[config.mk]
export PLATFORM = sky130hd
export DESIGN_NAME = nhc_ctrl
export DESIGN_NICKNAME = d
export VERILOG_FILES = /design/src/design/nhc_pkg.sv /design/src/design/nhc_ctrl.sv
export VERILOG_INCLUDE_DIRS = /design/src /design/src/design
export SDC_FILE = /design/constraint.sdc
export NUM_CORES = 1
export LEC_CHECK = 0
export BUFFER_PORTS_ARGS = -buffer_cell sky130_fd_sc_hd__buf_2
export CAP_MARGIN = 20
export CORE_UTILIZATION = 39
export DETAILED_ROUTE_END_ITERATION = 6
export HOLD_SLACK_MARGIN = 0.1
export MAX_ROUTING_LAYER = met4
export SLEW_MARGIN = 5
export SYNTH_ARGS = -nofsm -noshare
export SYNTH_HDL_FRONTEND = slang
export SYNTH_SLANG_ARGS = --single-unit
[constraint.sdc]
create_clock -name i_clk -period 4.9 [get_ports i_clk]
set_input_delay 1.225 -clock i_clk [delete_from_list [all_inputs] [get_ports i_clk]]
set_output_delay 1.225 -clock i_clk [all_outputs]
set_load 0.02 [all_outputs]
[src/design/nose_hoover_chain_update_assert.svh]
// assertion macros for the chain thermostat sequencer
`ifndef NOSE_HOOVER_CHAIN_UPDATE_ASSERT_SVH
`define NOSE_HOOVER_CHAIN_UPDATE_ASSERT_SVH

// condition must never hold
`define NHC_ASSERT_NEVER(lbl, clk, rstn, cond) \
    lbl: assert property (@(posedge clk) disable iff (!rstn) !(cond)) \
        else $error("nhc assertion failed");

// antecedent implies consequent in the same cycle
`define NHC_ASSERT_IMPLIES(lbl, clk, rstn, ante, cons) \
    lbl: assert property (@(posedge clk) disable iff (!rstn) (ante) |-> (cons)) \
        else $error("nhc assertion failed");

`endif

[src/design/nhc_pkg.sv]
// types, codes and fixed point helpers for the chain thermostat
package nhc_pkg;

    localparam int FRAC = 24;

    localparam logic signed [63:0] SMAX = 64'sh7FFF_FFFF_FFFF_FFFF;
    localparam logic signed [63:0] SMIN = 64'sh8000_0000_0000_0000;

    localparam logic [2:0] CFG_TARGET_KT    = 3'd0;
    localparam logic [2:0] CFG_COUPLING     = 3'd1;
    localparam logic [2:0] CFG_TIME_STEP    = 3'd2;
    localparam logic [2:0] CFG_DOF          = 3'd3;
    localparam logic [2:0] CFG_ACTIVE_LINKS = 3'd4;

    typedef struct packed {
        logic [46:0] target_kt;
        logic [24:0] coupling_freq;
        logic [31:0] time_step;
        logic [23:0] degrees_of_freedom;
    } t_cfg;

    typedef enum logic [3:0] {
        OPD_KTT, OPD_DQ, OPD_CI, OPD_CN, OPD_P,
        OPD_W2, OPD_DT, OPD_F, OPD_R, OPD_Z
    } t_opnd;

    typedef enum logic {
        DSR_TGT, DSR_DOF
    } t_dsr;

    typedef enum logic [3:0] {
        ALU_NONE, ALU_F_SET, ALU_F_RT, ALU_F_SUB, ALU_CI_ADD, ALU_R_SET,
        ALU_Z_ADD, ALU_EM_SET, ALU_EM_ADD, ALU_EF_SET, ALU_EF_ADD
    } t_alu;

    typedef struct packed {
        logic  mul_start;
        t_opnd mul_a;
        t_opnd mul_b;
        logic  div_start;
        t_opnd div_a;
        t_dsr  div_b;
        t_alu  alu;
        logic  rd;
        logic  ld_ci;
        logic  ld_cn;
        logic  ld_z;
        logic  addr_nxt;
        logic  wr_c;
        logic  wr_z;
        logic  kt_load;
    } t_dp_cmd;

    typedef struct packed {
        logic mul_done;
        logic div_done;
    } t_dp_sts;

    typedef enum logic [4:0] {
        ST_IDLE, ST_RDC, ST_LDC, ST_LDN, ST_MUL_KD, ST_F_SET, ST_F_RT,
        ST_MUL_CC, ST_DIV_PT, ST_MUL_PW, ST_F_SUB, ST_MUL_DF, ST_CI_ADD,
        ST_WR_C, ST_DIV_CT, ST_DIV_PD, ST_MUL_QW, ST_R_SET, ST_MUL_RD,
        ST_Z_ADD, ST_WR_Z, ST_MUL_RC, ST_EM, ST_MUL_EF, ST_EF_SET,
        ST_EF_ADD, ST_NEXT, ST_DONE
    } t_state;

    function automatic logic [63:0] f_mag(input logic signed [63:0] a);
        f_mag = a[63] ? (64'd0 - a) : a;
    endfunction

    function automatic logic signed [63:0] f_sat(input logic neg, input logic over,
                                                 input logic [63:0] m);
        if (!neg) begin
            f_sat = (over || m[63]) ? SMAX : $signed(m);
        end else begin
            f_sat = (over || m[63]) ? SMIN : $signed(64'd0 - m);
        end
    endfunction

    function automatic logic signed [63:0] f_sadd(input logic signed [63:0] a,
                                                  input logic signed [63:0] b);
        logic signed [64:0] s;
        s = {a[63], a} + {b[63], b};
        if (s[64] != s[63]) begin
            f_sadd = s[64] ? SMIN : SMAX;
        end else begin
            f_sadd = s[63:0];
        end
    endfunction

    function automatic logic signed [63:0] f_ssub(input logic signed [63:0] a,
                                                  input logic signed [63:0] b);
        logic signed [64:0] s;
        s = {a[63], a} - {b[63], b};
        if (s[64] != s[63]) begin
            f_ssub = s[64] ? SMIN : SMAX;
        end else begin
            f_ssub = s[63:0];
        end
    endfunction

endpackage

[src/design/nhc_ctrl.sv]
// sequencer that walks the chain links one micro step at a time
`include "nose_hoover_chain_update_assert.svh"

module nhc_ctrl
    import nhc_pkg::*;
#(
    parameter int MAX_LINKS = 8,
    parameter int AW        = $clog2(MAX_LINKS),
    parameter int LW        = $clog2(MAX_LINKS + 1)
) (
    input  logic          i_clk,
    input  logic          i_rst_n,
    input  logic          i_valid,
    input  logic          i_out_free,
    input  logic [LW-1:0] i_links,
    input  t_dp_sts       i_sts,
    output t_dp_cmd       o_cmd,
    output logic [AW-1:0] o_addr,
    output logic          o_busy,
    output logic          o_push
);

    t_state r_state, n_state;
    logic   r_first;
    logic [AW-1:0] r_idx, n_idx;
    logic   w_first_link, w_more;

    assign w_first_link = (r_idx == '0);
    assign w_more       = (LW'(r_idx) + LW'(2)) < i_links;

    always_comb begin
        n_state = r_state;
        n_idx   = r_idx;
        case (r_state)
            ST_IDLE:   if (i_valid) n_state = ST_RDC;
            ST_RDC:    n_state = ST_LDC;
            ST_LDC:    n_state = ST_LDN;
            ST_LDN:    n_state = w_first_link ? ST_MUL_KD : ST_F_RT;
            ST_MUL_KD: if (i_sts.mul_done) n_state = ST_F_SET;
            ST_F_SET:  n_state = ST_MUL_CC;
            ST_F_RT:   n_state = ST_MUL_CC;
            ST_MUL_CC: if (i_sts.mul_done) n_state = ST_DIV_PT;
            ST_DIV_PT: if (i_sts.div_done) n_state = ST_MUL_PW;
            ST_MUL_PW: if (i_sts.mul_done) n_state = ST_F_SUB;
            ST_F_SUB:  n_state = ST_MUL_DF;
            ST_MUL_DF: if (i_sts.mul_done) n_state = ST_CI_ADD;
            ST_CI_ADD: n_state = ST_WR_C;
            ST_WR_C:   n_state = ST_DIV_CT;
            ST_DIV_CT: begin
                if (i_sts.div_done) n_state = w_first_link ? ST_DIV_PD : ST_MUL_QW;
            end
            ST_DIV_PD: if (i_sts.div_done) n_state = ST_MUL_QW;
            ST_MUL_QW: if (i_sts.mul_done) n_state = ST_R_SET;
            ST_R_SET:  n_state = ST_MUL_RD;
            ST_MUL_RD: if (i_sts.mul_done) n_state = ST_Z_ADD;
            ST_Z_ADD:  n_state = ST_WR_Z;
            ST_WR_Z:   n_state = ST_MUL_RC;
            ST_MUL_RC: if (i_sts.mul_done) n_state = ST_EM;
            ST_EM:     n_state = w_first_link ? ST_MUL_EF : ST_EF_ADD;
            ST_MUL_EF: if (i_sts.mul_done) n_state = ST_EF_SET;
            ST_EF_SET: n_state = ST_NEXT;
            ST_EF_ADD: n_state = ST_NEXT;
            ST_NEXT: begin
                if (w_more) begin
                    n_state = ST_RDC;
                    n_idx   = r_idx + AW'(1);
                end else begin
                    n_state = ST_DONE;
                end
            end
            ST_DONE: begin
                if (i_out_free) begin
                    n_state = ST_IDLE;
                    n_idx   = '0;
                end
            end
            default: n_state = ST_IDLE;
        endcase
    end

    always_comb begin
        o_cmd = '{mul_start: 1'b0, mul_a: OPD_CI, mul_b: OPD_CI, div_start: 1'b0,
                  div_a: OPD_P, div_b: DSR_TGT, alu: ALU_NONE, rd: 1'b0,
                  ld_ci: 1'b0, ld_cn: 1'b0, ld_z: 1'b0, addr_nxt: 1'b0,
                  wr_c: 1'b0, wr_z: 1'b0, kt_load: 1'b0};
        o_push = 1'b0;
        case (r_state)
            ST_IDLE: o_cmd.kt_load = i_valid;
            ST_RDC:  o_cmd.rd = 1'b1;
            ST_LDC: begin
                o_cmd.ld_ci    = 1'b1;
                o_cmd.ld_z     = 1'b1;
                o_cmd.rd       = 1'b1;
                o_cmd.addr_nxt = 1'b1;
            end
            ST_LDN: o_cmd.ld_cn = 1'b1;
            ST_MUL_KD: begin
                o_cmd.mul_start = r_first;
                o_cmd.mul_a     = OPD_KTT;
                o_cmd.mul_b     = OPD_DQ;
            end
            ST_F_SET: o_cmd.alu = ALU_F_SET;
            ST_F_RT:  o_cmd.alu = ALU_F_RT;
            ST_MUL_CC: begin
                o_cmd.mul_start = r_first;
                o_cmd.mul_a     = OPD_CI;
                o_cmd.mul_b     = OPD_CN;
            end
            ST_DIV_PT: begin
                o_cmd.div_start = r_first;
                o_cmd.div_a     = OPD_P;
                o_cmd.div_b     = DSR_TGT;
            end
            ST_MUL_PW, ST_MUL_QW: begin
                o_cmd.mul_start = r_first;
                o_cmd.mul_a     = OPD_P;
                o_cmd.mul_b     = OPD_W2;
            end
            ST_F_SUB: o_cmd.alu = ALU_F_SUB;
            ST_MUL_DF: begin
                o_cmd.mul_start = r_first;
                o_cmd.mul_a     = OPD_DT;
                o_cmd.mul_b     = OPD_F;
            end
            ST_CI_ADD: o_cmd.alu = ALU_CI_ADD;
            ST_WR_C:   o_cmd.wr_c = 1'b1;
            ST_DIV_CT: begin
                o_cmd.div_start = r_first;
                o_cmd.div_a     = OPD_CI;
                o_cmd.div_b     = DSR_TGT;
            end
            ST_DIV_PD: begin
                o_cmd.div_start = r_first;
                o_cmd.div_a     = OPD_P;
                o_cmd.div_b     = DSR_DOF;
            end
            ST_R_SET: o_cmd.alu = ALU_R_SET;
            ST_MUL_RD: begin
                o_cmd.mul_start = r_first;
                o_cmd.mul_a     = OPD_R;
                o_cmd.mul_b     = OPD_DT;
            end
            ST_Z_ADD: o_cmd.alu = ALU_Z_ADD;
            ST_WR_Z:  o_cmd.wr_z = 1'b1;
            ST_MUL_RC: begin
                o_cmd.mul_start = r_first;
                o_cmd.mul_a     = OPD_R;
                o_cmd.mul_b     = OPD_CI;
            end
            ST_EM: o_cmd.alu = w_first_link ? ALU_EM_SET : ALU_EM_ADD;
            ST_MUL_EF: begin
                o_cmd.mul_start = r_first;
                o_cmd.mul_a     = OPD_DQ;
                o_cmd.mul_b     = OPD_Z;
            end
            ST_EF_SET: o_cmd.alu = ALU_EF_SET;
            ST_EF_ADD: o_cmd.alu = ALU_EF_ADD;
            ST_DONE:   o_push = i_out_free;
            default: ;
        endcase
    end

    always_ff @(posedge i_clk) begin
        if (!i_rst_n) begin
            r_state <= ST_IDLE;
            r_first <= 1'b1;
            r_idx   <= '0;
        end else begin
            r_state <= n_state;
            r_first <= (n_state != r_state);
            r_idx   <= n_idx;
        end
    end

    assign o_addr = o_cmd.addr_nxt ? (r_idx + AW'(1)) : r_idx;
    assign o_busy = (r_state != ST_IDLE);

    `NHC_ASSERT_NEVER(a_one_unit, i_clk, i_rst_n, o_cmd.mul_start && o_cmd.div_start)
    `NHC_ASSERT_IMPLIES(a_done_in_walk, i_clk, i_rst_n, i_sts.mul_done || i_sts.div_done, r_state != ST_IDLE && r_state != ST_DONE)
    `NHC_ASSERT_IMPLIES(a_idx_idle, i_clk, i_rst_n, r_state == ST_IDLE, r_idx == '0)

endmodule

==> impl_metrics.env <==
export IMPL_status="finished clean"
export IMPL_r2r_start="r_state[1]"
export IMPL_drc=0
export IMPL_critPathLaunchType="flop"
export IMPL_hold_path_endpoint="r_idx[0]"
export IMPL_core_area_um2=3690
export IMPL_cpLargestDelayFamily="flip-flops"
export IMPL_avgSynthCellArea_um2=6.55
export IMPL_skew_ps=2.98
export IMPL_post_cts_buffers=0
export IMPL_rrSetupSlack_ps=2330
export IMPL_maxSlewHeadroom_pct=30.9
export IMPL_fin_crit_sh_pct=76.2
export IMPL_power_uw=664
export IMPL_synth_warnings=0
export IMPL_crit_fanout=34
export IMPL_seq_area_um2=180
export IMPL_vias=1729
export IMPL_gr_usage_all_layers_pct=22.0
export IMPL_cpMaxStageDelayCell="dfxtp_1"
export IMPL_postLayoutSetupSlackWorst_ps=1170
export IMPL_syn2layout_area_growth_pct=11.8
export IMPL_netlist_instances=232
export IMPL_cts_path_max_buffers=2
export IMPL_crit_chain="nand2b_1 -> nor2_1 -> nand2_1 -> xnor2_1 -> buf_2"
export IMPL_min_from="r_idx[0]"
export IMPL_r2r_end="r_first"
export IMPL_rsz0062_at_grt="false"
export IMPL_routed_wl_mm=4.21
export IMPL_ys_types=54
export IMPL_cts_num_sinks=9
export IMPL_ys_flop_type="dfxtp_1"
export IMPL_grt_pass1_vias=1481
export IMPL_post_place_ws_ps=1410
export IMPL_clock_latency_ps=230
export IMPL_root_buffer="clkbuf_8"
export IMPL_dp_hpwl_mm=3.11
export IMPL_min_period_ps=3730
export IMPL_io_buffers=39
export IMPL_crit_type="flop to output port"
export IMPL_cts_tree="yes"
export IMPL_grt_pass1_wl_mm=7.13
export IMPL_critPathBufInv=1
export IMPL_final_nets=270
export IMPL_whs_ps=621
export IMPL_first_pass_iters=4
export IMPL_htreeDepth=1
export IMPL_power_density_nw_per_um2=391
export IMPL_critical_path_arrival_ps=2510
export IMPL_antenna_cells=0
export IMPL_synth_seq_cells=9
export IMPL_initial_core_util_pct=41.2
export IMPL_drive_gt1_share_pct=20.6
export IMPL_die_width_um=64.4
export IMPL_setup_violations_final=0
export IMPL_synthArstFlopShare_pct=0
export IMPL_setup_tns_ps=0
export IMPL_vias_per_cell=5.74
export IMPL_final_cell_mix="buf_2, nor2_1, nand2_1, a21oi_1, o21ai_0"
export IMPL_cap_viol_max_count=0
export IMPL_fillers=422
export IMPL_synth_seq_area_share_pct=11.9
export IMPL_syn_area_um2=1520
export IMPL_synth_edff_count=0
export IMPL_numCtsBuffers=3
export IMPL_fin_cells=301
export IMPL_antenna_found_initial=0
export IMPL_slew_violations=0
export IMPL_holdPathStages=3
export IMPL_p_leak_uw=0.000710
export IMPL_hp_class="flop to flop"
export IMPL_hold_buffers=0
export IMPL_std_cell_rows=22
export IMPL_io_pins=42
export IMPL_reg2reg_depth=6
export IMPL_tightest_slew_ps=1030
export IMPL_dp_cells=297
export IMPL_drtAntennaViolNets=0
export IMPL_clkTransAtPathRegs_ps=40
export IMPL_grt_max_degree=35
export IMPL_wire_per_inst_um=14.0
export IMPL_max_freq_ghz=0.268
export IMPL_drt_iter0_markers=238
export IMPL_die_area_um2=4150
export IMPL_end_kind="output port"
export IMPL_final_common_cell="buf_2"
export IMPL_gp_congestion=0.929
export IMPL_cpPeakStageDelay_ps=1000
export IMPL_grt_overflow=0
export IMPL_irDropWorstVdd_uv=222
export IMPL_multi_input_area_um2=1150
export IMPL_die_h_um=64.4
export IMPL_finalHoldViolations=0
export IMPL_required_ps=3670
export IMPL_ctsResizeCount=0
[where the power goes]
group	leakage [uW]	switching (uW)	total, uW	internal [uW]
clock	0.0000255	27.6	82.9	55.3
sequential	0.0000733	62.4	150	87.1
combinational	0.000611	259	431	172
total	0.000710	349	664	314
[sequential cells by signal, indices dropped and copies added (netlist names)]
register	cells
r_state	5
r_idx	3
r_first	1
[area by class of cell]
| type | instances | share of cell area, % |
|---|---|---|
| timing repair buffer | 42 | 12.8 |
| sequential | 9 | 10.6 |
| clock inverter | 1 | 0.295 |
| inverter | 11 | 2.43 |
| multi-input combinational | 187 | 67.9 |
| tap | 48 | 3.54 |
| clock buffer | 3 | 2.43 |
[kinds of logic after synthesis]
logic type,share of synthesized area [%]
flops,11.9
xor+xnor,2.31
buf+inv,12.5
mux,2.06
fa+ha+maj,4.94
compound gates,35.8
simple gates,30.3
other cells,0.247
[worst max path at each step]
| stage | depth (start not counted) | slack (ps) | to | start |
|---|---|---|---|---|
| floorplan | 7 | 1760 | o_addr[2] | r_state[2] |
| global placement | 5 | 1500 | o_addr[2] | r_state[1] |
| detailed placement | 5 | 1410 | o_addr[2] | r_state[1] |
| CTS | 5 | 1190 | o_addr[2] | r_state[1] |
| global route | 5 | 820 | o_addr[2] | r_state[1] |
| finish | 5 | 1170 | o_addr[2] | r_state[1] |
[cell usage after synthesis (2+ instances only)]
| library cell | number | area share [%] |
|---|---|---|
| a32oi_1 | 3 | 1.7 |
| and3_1 | 2 | 0.82 |
| buf_1 | 2 | 0.49 |
| buf_2 | 11 | 3.6 |
| o21a_1 | 2 | 0.99 |
| o21bai_1 | 3 | 1.5 |
| nor2_1 | 28 | 6.9 |
| a21oi_1 | 21 | 6.9 |
| nor4_1 | 3 | 1.2 |
| o32ai_1 | 5 | 2.9 |
| and2_1 | 3 | 1.2 |
| xnor2_1 | 4 | 2.3 |
| nor2b_1 | 9 | 3.7 |
| a22oi_1 | 3 | 1.5 |
| nand2b_1 | 9 | 3.7 |
| and2b_1 | 2 | 0.99 |
| nand3_1 | 3 | 0.99 |
| a32o_1 | 2 | 1.3 |
| nor3_1 | 6 | 2.0 |
| clkbuf_1 | 4 | 0.99 |
| o21ai_0 | 14 | 4.6 |
| mux2i_1 | 2 | 1.3 |
| or3_1 | 2 | 0.82 |
| nand2_1 | 21 | 5.2 |
| dfxtp_1 | 9 | 12 |
| inv_1 | 9 | 2.2 |
| ha_1 | 6 | 4.9 |
| a31oi_1 | 5 | 2.1 |
| buf_4 | 8 | 4.0 |
| o211ai_1 | 4 | 2.0 |
| o22ai_1 | 4 | 1.6 |
[layer usage]
layer / GRT usage (%) / wire length [um] / vias to the layer above
met1: 31.0 / 2000 / 792
met5: - / 0 / -
met2: 32.8 / 1930 / 57
met3: 1.41 / 261 / 4
met4: 8.33 / 21 / 0
li1: - / - / 876
[stage by stage]
step / instance area [um2] / util [%]
6_report: 1700 / 46.0
5_1_grt: 1700 / 46.0
4_1_cts: 1700 / 46.0
3_5_place_dp: 1650 / 44.8
3_3_place_gp: 1650 / 44.8
2_1_floorplan: 1520 / -
[worst register-to-register path, stage by stage, from the launching register on]
cell      delay, ps
dfxtp_1        1000
nand2b_1        420
nor2_1          340
a32oi_1         150
o211ai_1        180
mux2i_1         260
nand3_1         100
No activity file was read; power rests on OpenSTA's default activity.
